## config.mk

```make
export PLATFORM = sky130hd
export DESIGN_NAME = rect_grid_binner
export DESIGN_NICKNAME = d
export VERILOG_FILES = /design/src/design/rgb_pkg.sv /design/src/design/rgb_quot.sv /design/src/design/rect_grid_binner.sv
export SDC_FILE = /design/constraint.sdc
export NUM_CORES = 2
export LEC_CHECK = 0
export ABC_AREA = 1
export BUFFER_PORTS_ARGS = -buffer_cell sky130_fd_sc_hd__buf_4
export CAP_MARGIN = 25
export CELL_PAD_IN_SITES_DETAIL_PLACEMENT = 0
export CELL_PAD_IN_SITES_GLOBAL_PLACEMENT = 2
export CORE_MARGIN = 2
export CORE_UTILIZATION = 42
export CTS_CLUSTER_DIAMETER = 50
export DETAILED_ROUTE_END_ITERATION = 10
export GPL_ROUTABILITY_DRIVEN = 0
export PLACE_DENSITY_LB_ADDON = 0.1
export SLEW_MARGIN = 20
export SYNTH_ARGS = -nofsm -noshare
export SYNTH_HDL_FRONTEND = slang
export SYNTH_SLANG_ARGS = --single-unit
```

## constraint.sdc

```tcl
create_clock -name clk_i -period 22.5 [get_ports clk_i]
set_input_delay 5.625 -clock clk_i [delete_from_list [all_inputs] [get_ports clk_i]]
set_output_delay 5.625 -clock clk_i [all_outputs]
set_load 0.05 [all_outputs]
```

## src/design/rgb_pkg.sv

```systemverilog
// shared types, widths and register codes of the rectangle grid binner
// used by rgb_quot, rect_grid_binner and rgb_checker; no dependencies
package rgb_pkg;

  localparam int DATA_W    = 32;
  localparam int PITCH_W   = 30;
  localparam int CNT_W     = 4;
  localparam int IDX_W     = 3;
  localparam int CFG_IDX_W = 3;
  // bin edges reach at most origin + 8 pitches + margin, so 36 signed bits never wrap
  localparam int EW        = 36;

  localparam int S_TDATA_W = 4 * DATA_W;
  localparam int PIECE_W   = 2 * IDX_W + 4 * DATA_W;
  localparam int M_TDATA_W = ((PIECE_W + 7) / 8) * 8;

  localparam int MAX_COLUMNS_DEF = 8;
  localparam int MAX_ROWS_DEF    = 8;

  // quotient saturates here; no grid is larger
  localparam logic [CNT_W-1:0] QUOT_SAT = CNT_W'(8);

  localparam logic [CFG_IDX_W-1:0] REG_ORIGIN_X   = 3'd0;
  localparam logic [CFG_IDX_W-1:0] REG_ORIGIN_Y   = 3'd1;
  localparam logic [CFG_IDX_W-1:0] REG_COLUMNS    = 3'd2;
  localparam logic [CFG_IDX_W-1:0] REG_ROWS       = 3'd3;
  localparam logic [CFG_IDX_W-1:0] REG_BIN_WIDTH  = 3'd4;
  localparam logic [CFG_IDX_W-1:0] REG_BIN_HEIGHT = 3'd5;
  localparam logic [CFG_IDX_W-1:0] REG_MARGIN_X   = 3'd6;
  localparam logic [CFG_IDX_W-1:0] REG_MARGIN_Y   = 3'd7;

  typedef logic signed [EW-1:0] edge_t;

  typedef struct packed {
    logic              start;
    logic [EW-1:0]     dividend;
    logic [PITCH_W-1:0] divisor;
  } quot_req_t;

  typedef struct packed {
    logic             done;
    logic [CNT_W-1:0] quot;
  } quot_rsp_t;

  // lowest field last, so col lands in the low bits of tdata
  typedef struct packed {
    logic [DATA_W-1:0] top;
    logic [DATA_W-1:0] right;
    logic [DATA_W-1:0] bottom;
    logic [DATA_W-1:0] left;
    logic [IDX_W-1:0]  row;
    logic [IDX_W-1:0]  col;
  } piece_t;

  function automatic edge_t sext32(input logic [DATA_W-1:0] v);
    return edge_t'({{(EW-DATA_W){v[DATA_W-1]}}, v});
  endfunction

endpackage

```

## src/design/rgb_quot.sv

```systemverilog
// shared quotient unit: min(floor(dividend / divisor), 8) for a nonnegative dividend
// restoring compare-subtract, one step per cycle; uses rgb_pkg
module rgb_quot (
  input  logic              clk_i,
  input  logic              rst_ni,
  input  rgb_pkg::quot_req_t req_i,
  output rgb_pkg::quot_rsp_t rsp_o
);

  logic                        run_q, run_d;
  logic                        done_q, done_d;
  logic [1:0]                  step_q, step_d;
  logic [rgb_pkg::EW-1:0]      rem_q, rem_d;
  logic [rgb_pkg::CNT_W-1:0]   quot_q, quot_d;
  logic [rgb_pkg::PITCH_W-1:0] div_q, div_d;
  logic [rgb_pkg::EW-1:0]      shifted;
  logic                        ge;

  assign shifted = rgb_pkg::EW'(div_q) << step_q;
  assign ge      = rem_q >= shifted;

  always_comb begin
    run_d  = run_q;
    done_d = 1'b0;
    step_d = step_q;
    rem_d  = rem_q;
    quot_d = quot_q;
    div_d  = div_q;
    if (req_i.start) begin
      run_d  = 1'b1;
      step_d = 2'd3;
      rem_d  = req_i.dividend;
      quot_d = '0;
      div_d  = req_i.divisor;
    end else if (run_q) begin
      if (step_q == 2'd3) begin
        // first step only checks for saturation at eight pitches
        if (ge) begin
          quot_d = rgb_pkg::QUOT_SAT;
          run_d  = 1'b0;
          done_d = 1'b1;
        end else begin
          step_d = 2'd2;
        end
      end else begin
        if (ge) begin
          rem_d          = rem_q - shifted;
          quot_d[step_q] = 1'b1;
        end
        if (step_q == 2'd0) begin
          run_d  = 1'b0;
          done_d = 1'b1;
        end else begin
          step_d = step_q - 2'd1;
        end
      end
    end
  end

  always_ff @(posedge clk_i or negedge rst_ni) begin
    if (!rst_ni) begin
      run_q  <= 1'b0;
      done_q <= 1'b0;
      step_q <= 2'd0;
    end else begin
      run_q  <= run_d;
      done_q <= done_d;
      step_q <= step_d;
    end
  end

  always_ff @(posedge clk_i) begin
    rem_q  <= rem_d;
    quot_q <= quot_d;
    div_q  <= div_d;
  end

  assign rsp_o.done = done_q;
  assign rsp_o.quot = quot_q;

endmodule

```

## src/design/rect_grid_binner.sv

```systemverilog
// top level of the rectangle grid binner: config registers, sequencer, bin walk
// depends on rgb_pkg and rgb_quot
//
// Usage: write the grid registers on the cfg port while idle, then send one
// rectangle per word on s_axis (left, bottom, right, top). For each bin the
// rectangle overlaps, rows outer and columns inner, one word leaves on m_axis
// with the bin coordinates and the rectangle clipped to the bloated bin;
// tlast marks the final word of the rectangle. Empty clips, degenerate and
// rejected rectangles give no word.
// Timing: the block takes one rectangle at a time (s_axis_tready is high only
// while idle). The x and y edge quotients run in turn through the shared rgb_quot
// unit; an edge that lies before the grid needs no quotient, and a quotient
// that saturates ends early. The walk then handles one visited row or one
// visited bin per cycle while the receiver keeps up, and a flush state
// releases the held-back final word. A dropped rectangle returns the block
// to idle without a walk.
// One word is held back until the next is known, so tlast is exact; a second
// register drives m_axis. If the receiver stalls, the walk pauses; the last
// word may still wait on m_axis while the next rectangle is taken.
// Reset clears the control state and loads the register reset values
// (origins 0, one column and row, pitch 1, margins 0).
module rect_grid_binner #(
  parameter int unsigned MAX_COLUMNS = rgb_pkg::MAX_COLUMNS_DEF,
  parameter int unsigned MAX_ROWS    = rgb_pkg::MAX_ROWS_DEF
) (
  input  logic                            clk_i,
  input  logic                            rst_ni,
  input  logic                            cfg_we_i,
  input  logic [rgb_pkg::CFG_IDX_W-1:0]   cfg_idx_i,
  input  logic [rgb_pkg::DATA_W-1:0]      cfg_data_i,
  input  logic                            s_axis_tvalid,
  output logic                            s_axis_tready,
  // rect_left, rect_bottom, rect_right, rect_top
  input  logic [rgb_pkg::S_TDATA_W-1:0]   s_axis_tdata,
  output logic                            m_axis_tvalid,
  input  logic                            m_axis_tready,
  // bin_column, bin_row, clip_left, clip_bottom, clip_right, clip_top, zero pad
  output logic [rgb_pkg::M_TDATA_W-1:0]   m_axis_tdata,
  // last_piece
  output logic                            m_axis_tlast
);

  localparam int DW = rgb_pkg::DATA_W;
  localparam int EW = rgb_pkg::EW;
  localparam int PW = rgb_pkg::PITCH_W;
  localparam int CW = rgb_pkg::CNT_W;
  localparam int IW = rgb_pkg::IDX_W;

  localparam logic [2:0] ST_IDLE  = 3'd0;
  localparam logic [2:0] ST_CHECK = 3'd1;
  localparam logic [2:0] ST_LOAD  = 3'd2;
  localparam logic [2:0] ST_WAIT  = 3'd3;
  localparam logic [2:0] ST_SETUP = 3'd4;
  localparam logic [2:0] ST_ROW   = 3'd5;
  localparam logic [2:0] ST_COL   = 3'd6;
  localparam logic [2:0] ST_FLUSH = 3'd7;

  // configuration registers
  logic [DW-1:0] origin_x_q, origin_y_q;
  logic [CW-1:0] columns_q, rows_q;
  logic [PW-1:0] bin_width_q, bin_height_q, margin_x_q, margin_y_q;

  always_ff @(posedge clk_i or negedge rst_ni) begin
    if (!rst_ni) begin
      origin_x_q   <= '0;
      origin_y_q   <= '0;
      columns_q    <= CW'(1);
      rows_q       <= CW'(1);
      bin_width_q  <= PW'(1);
      bin_height_q <= PW'(1);
      margin_x_q   <= '0;
      margin_y_q   <= '0;
    end else if (cfg_we_i) begin
      unique case (cfg_idx_i)
        rgb_pkg::REG_ORIGIN_X:   origin_x_q   <= cfg_data_i;
        rgb_pkg::REG_ORIGIN_Y:   origin_y_q   <= cfg_data_i;
        rgb_pkg::REG_COLUMNS:    columns_q    <= cfg_data_i[CW-1:0];
        rgb_pkg::REG_ROWS:       rows_q       <= cfg_data_i[CW-1:0];
        rgb_pkg::REG_BIN_WIDTH:  bin_width_q  <= cfg_data_i[PW-1:0];
        rgb_pkg::REG_BIN_HEIGHT: bin_height_q <= cfg_data_i[PW-1:0];
        rgb_pkg::REG_MARGIN_X:   margin_x_q   <= cfg_data_i[PW-1:0];
        rgb_pkg::REG_MARGIN_Y:   margin_y_q   <= cfg_data_i[PW-1:0];
      endcase
    end
  end

  // effective grid values
  logic [CW-1:0] ncol, nrow;
  logic [PW-1:0] dx, dy;

  always_comb begin
    if (columns_q == '0)                   ncol = CW'(1);
    else if (columns_q > CW'(MAX_COLUMNS)) ncol = CW'(MAX_COLUMNS);
    else                                   ncol = columns_q;
    if (rows_q == '0)                      nrow = CW'(1);
    else if (rows_q > CW'(MAX_ROWS))       nrow = CW'(MAX_ROWS);
    else                                   nrow = rows_q;
    dx = (bin_width_q == '0)  ? PW'(1) : bin_width_q;
    dy = (bin_height_q == '0) ? PW'(1) : bin_height_q;
  end

  // sequencer and walk state
  logic [2:0]          state_q, state_d;
  logic [1:0]          job_q, job_d;
  logic [DW-1:0]       left_q, left_d, bottom_q, bottom_d;
  logic [DW-1:0]       right_q, right_d, top_q, top_d;
  logic [IW-1:0]       c0_q, c0_d, c1_q, c1_d, r0_q, r0_d, r1_q, r1_d;
  logic [IW-1:0]       col_q, col_d, row_q, row_d;
  rgb_pkg::edge_t      xs_lo_q, xs_lo_d, xs_hi_q, xs_hi_d;
  rgb_pkg::edge_t      x_lo_q, x_lo_d, x_hi_q, x_hi_d;
  rgb_pkg::edge_t      y_lo_q, y_lo_d, y_hi_q, y_hi_d;
  rgb_pkg::edge_t      yb_q, yb_d, yt_q, yt_d;
  logic                pend_v_q, pend_v_d;
  rgb_pkg::piece_t     pend_q, pend_d;
  logic                out_v_q, out_v_d, out_last_q, out_last_d;
  rgb_pkg::piece_t     out_q, out_d;

  rgb_pkg::quot_req_t  quot_req;
  rgb_pkg::quot_rsp_t  quot_rsp;

  rgb_quot u_quot (
    .clk_i  (clk_i),
    .rst_ni (rst_ni),
    .req_i  (quot_req),
    .rsp_o  (quot_rsp)
  );

  // per-job operand selection: jobs are first x, last x, first y, last y
  logic           axis_y, is_last;
  logic [DW-1:0]  sel_lo, sel_hi, sel_org;
  logic [PW-1:0]  sel_m, sel_p;
  logic [CW-1:0]  sel_cnt, cnt_m1;
  rgb_pkg::edge_t op_first, op_last, op;

  assign axis_y  = job_q[1];
  assign is_last = job_q[0];
  assign sel_lo  = axis_y ? bottom_q   : left_q;
  assign sel_hi  = axis_y ? top_q      : right_q;
  assign sel_org = axis_y ? origin_y_q : origin_x_q;
  assign sel_m   = axis_y ? margin_y_q : margin_x_q;
  assign sel_p   = axis_y ? dy         : dx;
  assign sel_cnt = axis_y ? nrow       : ncol;
  assign cnt_m1  = sel_cnt - CW'(1);

  assign op_first = rgb_pkg::sext32(sel_lo) - rgb_pkg::sext32(sel_org)
                    - $signed(EW'(sel_m));
  assign op_last  = rgb_pkg::sext32(sel_hi) - rgb_pkg::sext32(sel_org)
                    + $signed(EW'(sel_m)) - $signed(EW'(1));
  assign op       = is_last ? op_last : op_first;

  assign quot_req.start    = (state_q == ST_LOAD) && !op[EW-1];
  assign quot_req.dividend = op;
  assign quot_req.divisor  = sel_p;

  // low and high edges of the first column and row
  logic [CW-1:0]     c0_next, r0_next;
  logic [IW+PW-1:0]  cx_lo, ry_lo;
  logic [CW+PW-1:0]  cx_hi, ry_hi;

  assign c0_next = {1'b0, c0_q} + CW'(1);
  assign r0_next = {1'b0, r0_q} + CW'(1);
  assign cx_lo   = c0_q * dx;
  assign ry_lo   = r0_q * dy;
  assign cx_hi   = c0_next * dx;
  assign ry_hi   = r0_next * dy;

  // clip against the current bloated bin
  rgb_pkg::edge_t rl, rr, rb, rt, xl, xr, ybc, ytc;
  logic           found, out_free, adv;

  assign rl  = rgb_pkg::sext32(left_q);
  assign rr  = rgb_pkg::sext32(right_q);
  assign rb  = rgb_pkg::sext32(bottom_q);
  assign rt  = rgb_pkg::sext32(top_q);
  assign xl  = (rl > x_lo_q) ? rl : x_lo_q;
  assign xr  = (rr < x_hi_q) ? rr : x_hi_q;
  assign ybc = (rb > y_lo_q) ? rb : y_lo_q;
  assign ytc = (rt < y_hi_q) ? rt : y_hi_q;
  assign found    = xr > xl;
  assign out_free = !out_v_q || m_axis_tready;
  // a found word needs room only if one is already held back
  assign adv      = !found || !pend_v_q || out_free;

  rgb_pkg::piece_t new_piece;

  always_comb begin
    new_piece.col    = col_q;
    new_piece.row    = row_q;
    new_piece.left   = xl[DW-1:0];
    new_piece.bottom = yb_q[DW-1:0];
    new_piece.right  = xr[DW-1:0];
    new_piece.top    = yt_q[DW-1:0];
  end

  always_comb begin
    state_d    = state_q;
    job_d      = job_q;
    left_d     = left_q;
    bottom_d   = bottom_q;
    right_d    = right_q;
    top_d      = top_q;
    c0_d       = c0_q;
    c1_d       = c1_q;
    r0_d       = r0_q;
    r1_d       = r1_q;
    col_d      = col_q;
    row_d      = row_q;
    xs_lo_d    = xs_lo_q;
    xs_hi_d    = xs_hi_q;
    x_lo_d     = x_lo_q;
    x_hi_d     = x_hi_q;
    y_lo_d     = y_lo_q;
    y_hi_d     = y_hi_q;
    yb_d       = yb_q;
    yt_d       = yt_q;
    pend_v_d   = pend_v_q;
    pend_d     = pend_q;
    out_v_d    = out_v_q;
    out_d      = out_q;
    out_last_d = out_last_q;

    if (out_v_q && m_axis_tready) begin
      out_v_d = 1'b0;
    end

    unique case (state_q)
      ST_IDLE: begin
        if (s_axis_tvalid) begin
          left_d   = s_axis_tdata[DW-1:0];
          bottom_d = s_axis_tdata[2*DW-1:DW];
          right_d  = s_axis_tdata[3*DW-1:2*DW];
          top_d    = s_axis_tdata[4*DW-1:3*DW];
          state_d  = ST_CHECK;
        end
      end
      ST_CHECK: begin
        if ($signed(right_q) <= $signed(left_q) || $signed(top_q) <= $signed(bottom_q)) begin
          state_d = ST_IDLE;
        end else begin
          job_d   = 2'd0;
          state_d = ST_LOAD;
        end
      end
      ST_LOAD: begin
        if (op[EW-1]) begin
          // before the grid: a first edge gives index zero, a last edge drops the rectangle
          if (is_last) begin
            state_d = ST_IDLE;
          end else begin
            if (axis_y) r0_d = '0;
            else        c0_d = '0;
            job_d = job_q + 2'd1;
          end
        end else begin
          state_d = ST_WAIT;
        end
      end
      ST_WAIT: begin
        if (quot_rsp.done) begin
          if (!is_last && quot_rsp.quot >= sel_cnt) begin
            state_d = ST_IDLE;
          end else begin
            if (!is_last) begin
              if (axis_y) r0_d = quot_rsp.quot[IW-1:0];
              else        c0_d = quot_rsp.quot[IW-1:0];
            end else begin
              if (axis_y) r1_d = (quot_rsp.quot > cnt_m1) ? cnt_m1[IW-1:0]
                                                         : quot_rsp.quot[IW-1:0];
              else        c1_d = (quot_rsp.quot > cnt_m1) ? cnt_m1[IW-1:0]
                                                         : quot_rsp.quot[IW-1:0];
            end
            if (job_q == 2'd3) begin
              state_d = ST_SETUP;
            end else begin
              job_d   = job_q + 2'd1;
              state_d = ST_LOAD;
            end
          end
        end
      end
      ST_SETUP: begin
        xs_lo_d = rgb_pkg::sext32(origin_x_q) + $signed(EW'(cx_lo))
                  - $signed(EW'(margin_x_q));
        xs_hi_d = rgb_pkg::sext32(origin_x_q) + $signed(EW'(cx_hi))
                  + $signed(EW'(margin_x_q));
        y_lo_d  = rgb_pkg::sext32(origin_y_q) + $signed(EW'(ry_lo))
                  - $signed(EW'(margin_y_q));
        y_hi_d  = rgb_pkg::sext32(origin_y_q) + $signed(EW'(ry_hi))
                  + $signed(EW'(margin_y_q));
        row_d   = r0_q;
        state_d = ST_ROW;
      end
      ST_ROW: begin
        yb_d = ybc;
        yt_d = ytc;
        if (ytc > ybc) begin
          col_d   = c0_q;
          x_lo_d  = xs_lo_q;
          x_hi_d  = xs_hi_q;
          state_d = ST_COL;
        end else if (row_q == r1_q) begin
          state_d = ST_FLUSH;
        end else begin
          row_d  = row_q + IW'(1);
          y_lo_d = y_lo_q + $signed(EW'(dy));
          y_hi_d = y_hi_q + $signed(EW'(dy));
        end
      end
      ST_COL: begin
        if (adv) begin
          if (found) begin
            if (pend_v_q) begin
              out_v_d    = 1'b1;
              out_d      = pend_q;
              out_last_d = 1'b0;
            end
            pend_v_d = 1'b1;
            pend_d   = new_piece;
          end
          if (col_q == c1_q) begin
            if (row_q == r1_q) begin
              state_d = ST_FLUSH;
            end else begin
              row_d   = row_q + IW'(1);
              y_lo_d  = y_lo_q + $signed(EW'(dy));
              y_hi_d  = y_hi_q + $signed(EW'(dy));
              state_d = ST_ROW;
            end
          end else begin
            col_d  = col_q + IW'(1);
            x_lo_d = x_lo_q + $signed(EW'(dx));
            x_hi_d = x_hi_q + $signed(EW'(dx));
          end
        end
      end
      ST_FLUSH: begin
        if (!pend_v_q) begin
          state_d = ST_IDLE;
        end else if (out_free) begin
          out_v_d    = 1'b1;
          out_d      = pend_q;
          out_last_d = 1'b1;
          pend_v_d   = 1'b0;
          state_d    = ST_IDLE;
        end
      end
    endcase
  end

  always_ff @(posedge clk_i or negedge rst_ni) begin
    if (!rst_ni) begin
      state_q  <= ST_IDLE;
      job_q    <= 2'd0;
      pend_v_q <= 1'b0;
      out_v_q  <= 1'b0;
    end else begin
      state_q  <= state_d;
      job_q    <= job_d;
      pend_v_q <= pend_v_d;
      out_v_q  <= out_v_d;
    end
  end

  always_ff @(posedge clk_i) begin
    left_q     <= left_d;
    bottom_q   <= bottom_d;
    right_q    <= right_d;
    top_q      <= top_d;
    c0_q       <= c0_d;
    c1_q       <= c1_d;
    r0_q       <= r0_d;
    r1_q       <= r1_d;
    col_q      <= col_d;
    row_q      <= row_d;
    xs_lo_q    <= xs_lo_d;
    xs_hi_q    <= xs_hi_d;
    x_lo_q     <= x_lo_d;
    x_hi_q     <= x_hi_d;
    y_lo_q     <= y_lo_d;
    y_hi_q     <= y_hi_d;
    yb_q       <= yb_d;
    yt_q       <= yt_d;
    pend_q     <= pend_d;
    out_q      <= out_d;
    out_last_q <= out_last_d;
  end

  assign s_axis_tready = (state_q == ST_IDLE);
  assign m_axis_tvalid = out_v_q;
  assign m_axis_tdata  = rgb_pkg::M_TDATA_W'(out_q);
  assign m_axis_tlast  = out_last_q;

endmodule

```

==> flow_summary.yaml <==
clocking:
  cts_buffer_depth: 3
  hold_buffers: 0
  cts_num_sinks: 968
  cts.htree.levels: 4
  clk_pin_slew_ns: 0.05
  cts_tree: "yes"
  clock_latency_ns: 0.84
  cts_root_buf: "clkbuf_16"
  post_cts_buffers: 0
  post_cts_resized: 0
  cts-buffers-inserted: 143
drt:
  drc: 0
  drt_iter0_drc: 8871
  wirelength_um: 360000
  wl_per_cell_um: 25.9
  ant_nets: 0
  vias: 77400
  vias_per_cell: 5.58
  dr.pass1.iters: 7
pwr:
  pwr-share-seq: 0.192
  peakVddDrop_uv: 89.8
  p_sw_mw: 7.60
  p_int_mw: 6.74
  power_density_mw_per_mm2: 150
  switching_share: 0.530
  cellLeakagePower_nw: 45.0
  combPwrFrac: 0.646
  clockPowerShare: 0.162
finish:
  instances_no_fill: 13900
  final_nets: 12400
  fillers: 20200
  area.growth.synth_to_final_pct: 12.2
  layout-drive-gt1-share: 0.0777
placement:
  hpwl_um: 302000
  dp.cells: 13600
  port_buffers: 304
logic_synthesis:
  yosysWarnings: 0
  synth_top_family_by_area: "adder cells"
  post-synth-top-area-cell: "edfxtp_1"
  synthAdderAreaFrac: 0.204
  synthFlopType: "edfxtp_1"
  synth_area_leaders: "edfxtp_1 (27%), ha_1 (12%), nand2_1 (12%)"
  synth_common_cells: "nand2_1 (2635), inv_1 (1686), o21ai_0 (922), ha_1 (810), nor2_1 (794)"
  syn_area_per_cell_um2: 7.84
  ys_ff_latch: 968
  synth.mux.area_fraction: 0.000383
  ys_types: 69
  netlist_instances: 10800
  synth_most_common_cell: "nand2_1"
  synth-edff-count: 761
  synth_compound_area_frac: 0.139
  yosys.area_share.simple: 0.204
  synth_top_area_share: 0.269
  synth_area_mm2: 0.0849
  async_flop_share: 0.210
  synthXorXnorAreaFrac: 0.0295
  ys_seq_area_frac: 0.330
die:
  die_h_um: 454
  die_w_um: 454
  initial_core_util: 0.421
  num_io_pins: 307
  dieArea_mm2: 0.206
  rows: 165
  core-area_mm2: 0.201
global_routing:
  grt_pass1_vias: 72800
  grt_pass1_wl_um: 512000
  track_usage: 0.345
  grt_max_degree: 101
  gr-total-overflow: 0
  antenna_found_initial: 27
sta:
  fmax_mhz: 109
  rsz0062_at_grt: "false"
  clock_skew_ns: 0.0991
  setup_violations: 0
  finalMaxSlewViolations: 0
  worst_pin_slew_ns: 1.25
  finalHoldViolCount: 0
  min_period_ns: 9.20
  fin_tns_setup_ns: 0
  relSlewSlack: 0.162
  period_share: 0.409
critical_path:
  critical-path-max-stage-delay_ns: 0.97
  start_kind: "flop"
  crit_arrival_ns: 9.75
  worstSetupEndpointType: "flop"
  path_class: "reg2reg"
  worstPathMaxFanout: 42
  critPathRequiredTime_ns: 23.05
  slowest_stage: "nor3_2"
min_path:
  min_path_type: "reg2reg"
run:
  drv_cap: 0
outcome:
  status: "finished clean"
kinds of logic (layout without fill, tap and decap cells):
group                    after synthesis  in the layout
flip-flops                           968            968
other                                  2             11
AO/OA/AOI/OAI                       2156           2156
adder cells (fa/ha/maj)             1170           1170
AND/OR/NAND/NOR                     4190           4190
buffers and inverters               2063           2407
XOR/XNOR                             286            286
multiplexers                           3              3
routing by layer:
metal | wire [µm] | GRT usage
met1 | 156000 | 0.480
met3 | 36100 | 0.0928
met5 | 541 | 0.00793
met2 | 150000 | 0.506
met4 | 16500 | 0.138
final cells by class:
class | instances | area (µm²) | share of cell area
well taps | 2672 | 3340 | 0.0351
clock buffers | 162 | 3690 | 0.0387
diodes | 8 | 20.0 | 0.000210
multi-input cells | 7808 | 49200 | 0.516
repair buffers | 424 | 3250 | 0.0342
flip-flops and latches | 968 | 28000 | 0.294
inverters | 1720 | 6460 | 0.0678
clock inverters | 101 | 1320 | 0.0138
flip-flops by register name, indices dropped and copies added, names as in the netlist, 32 cells and up, named ones only:
signal	flops
y_lo_q	36
xs_lo_q	36
pend_q	134
left_q	32
origin_x_q	32
x_hi_q	36
xs_hi_q	36
bottom_q	32
u_quot.rem_q	36
x_lo_q	36
yt_q	32
m_axis_tdata	134
right_q	32
top_q	32
origin_y_q	32
yb_q	32
y_hi_q	36
worst paths after layout:
path / startpoint / endpoint / slack, ns / cells after the start
hold reg to reg: pend_q[17] / m_axis_tdata[17] / 0.39 / 0
min in group asynchronous: rst_ni / bin_width_q[28] / 4.79 / 1
hold / removal: pend_q[17] / m_axis_tdata[17] / 0.39 / 0
setup reg to reg: r0_q[0] / y_hi_q[22] / 13.30 / 28
max in group asynchronous: rst_ni / job_q[1] / 15.24 / 3
setup / recovery: r0_q[0] / y_hi_q[22] / 13.30 / 28
critical path, delay by kind of cell (launching register included):
kind / cells / cell delay (ns)
fa+ha+maj: 5 / 1.96
simple gates: 8 / 2.46
buf+inv: 5 / 1.81
xor+xnor: 1 / 0.19
compound gates: 9 / 2.13
flops: 1 / 0.33
cells in the final DEF (no fill, tap or decap), types with 168 or more instances in the layout:
cell type  netlist  layout
dfrtp_1        199     198
a21oi_1        790     789
xor2_1         168     168
ha_1           810     810
nand3_1        324     324
edfxtp_1       761     761
fa_1           360     360
o21ai_0        922     895
nand2_1       2635    2629
buf_4            8     408
nor2_1         794     786
inv_1         1686    1686
through the flow:
stage / util / cell area (µm²) / total power [mW] / worst slack [ns] / hold slack [ns]
2_1_floorplan: - / 84900 / 8.77 / 9.29 / 0.400
3_3_place_gp: 0.447 / 90000 / 11.8 / 13.45 / 0.402
3_5_place_dp: 0.447 / 90100 / 11.8 / 13.61 / 0.405
4_1_cts: 0.472 / 95100 / 14.2 / 13.58 / 0.384
5_1_grt: 0.473 / 95300 / 15.4 / 12.68 / 0.391
6_report: 0.473 / 95300 / 14.3 / 13.30 / 0.386
power groups by stage:
stage | clock [mW] | sequential [mW] | combinational [mW]
final | 2.32 | 2.75 | 9.26
after global routing | 2.43 | 2.76 | 10.2
after CTS | 2.36 | 2.75 | 9.07
after detailed placement | 0 | 2.79 | 9.01
after global placement | 0 | 2.78 | 8.99
after floorplan | 0 | 2.56 | 6.21
No activity file was read; power rests on OpenSTA's default activity.
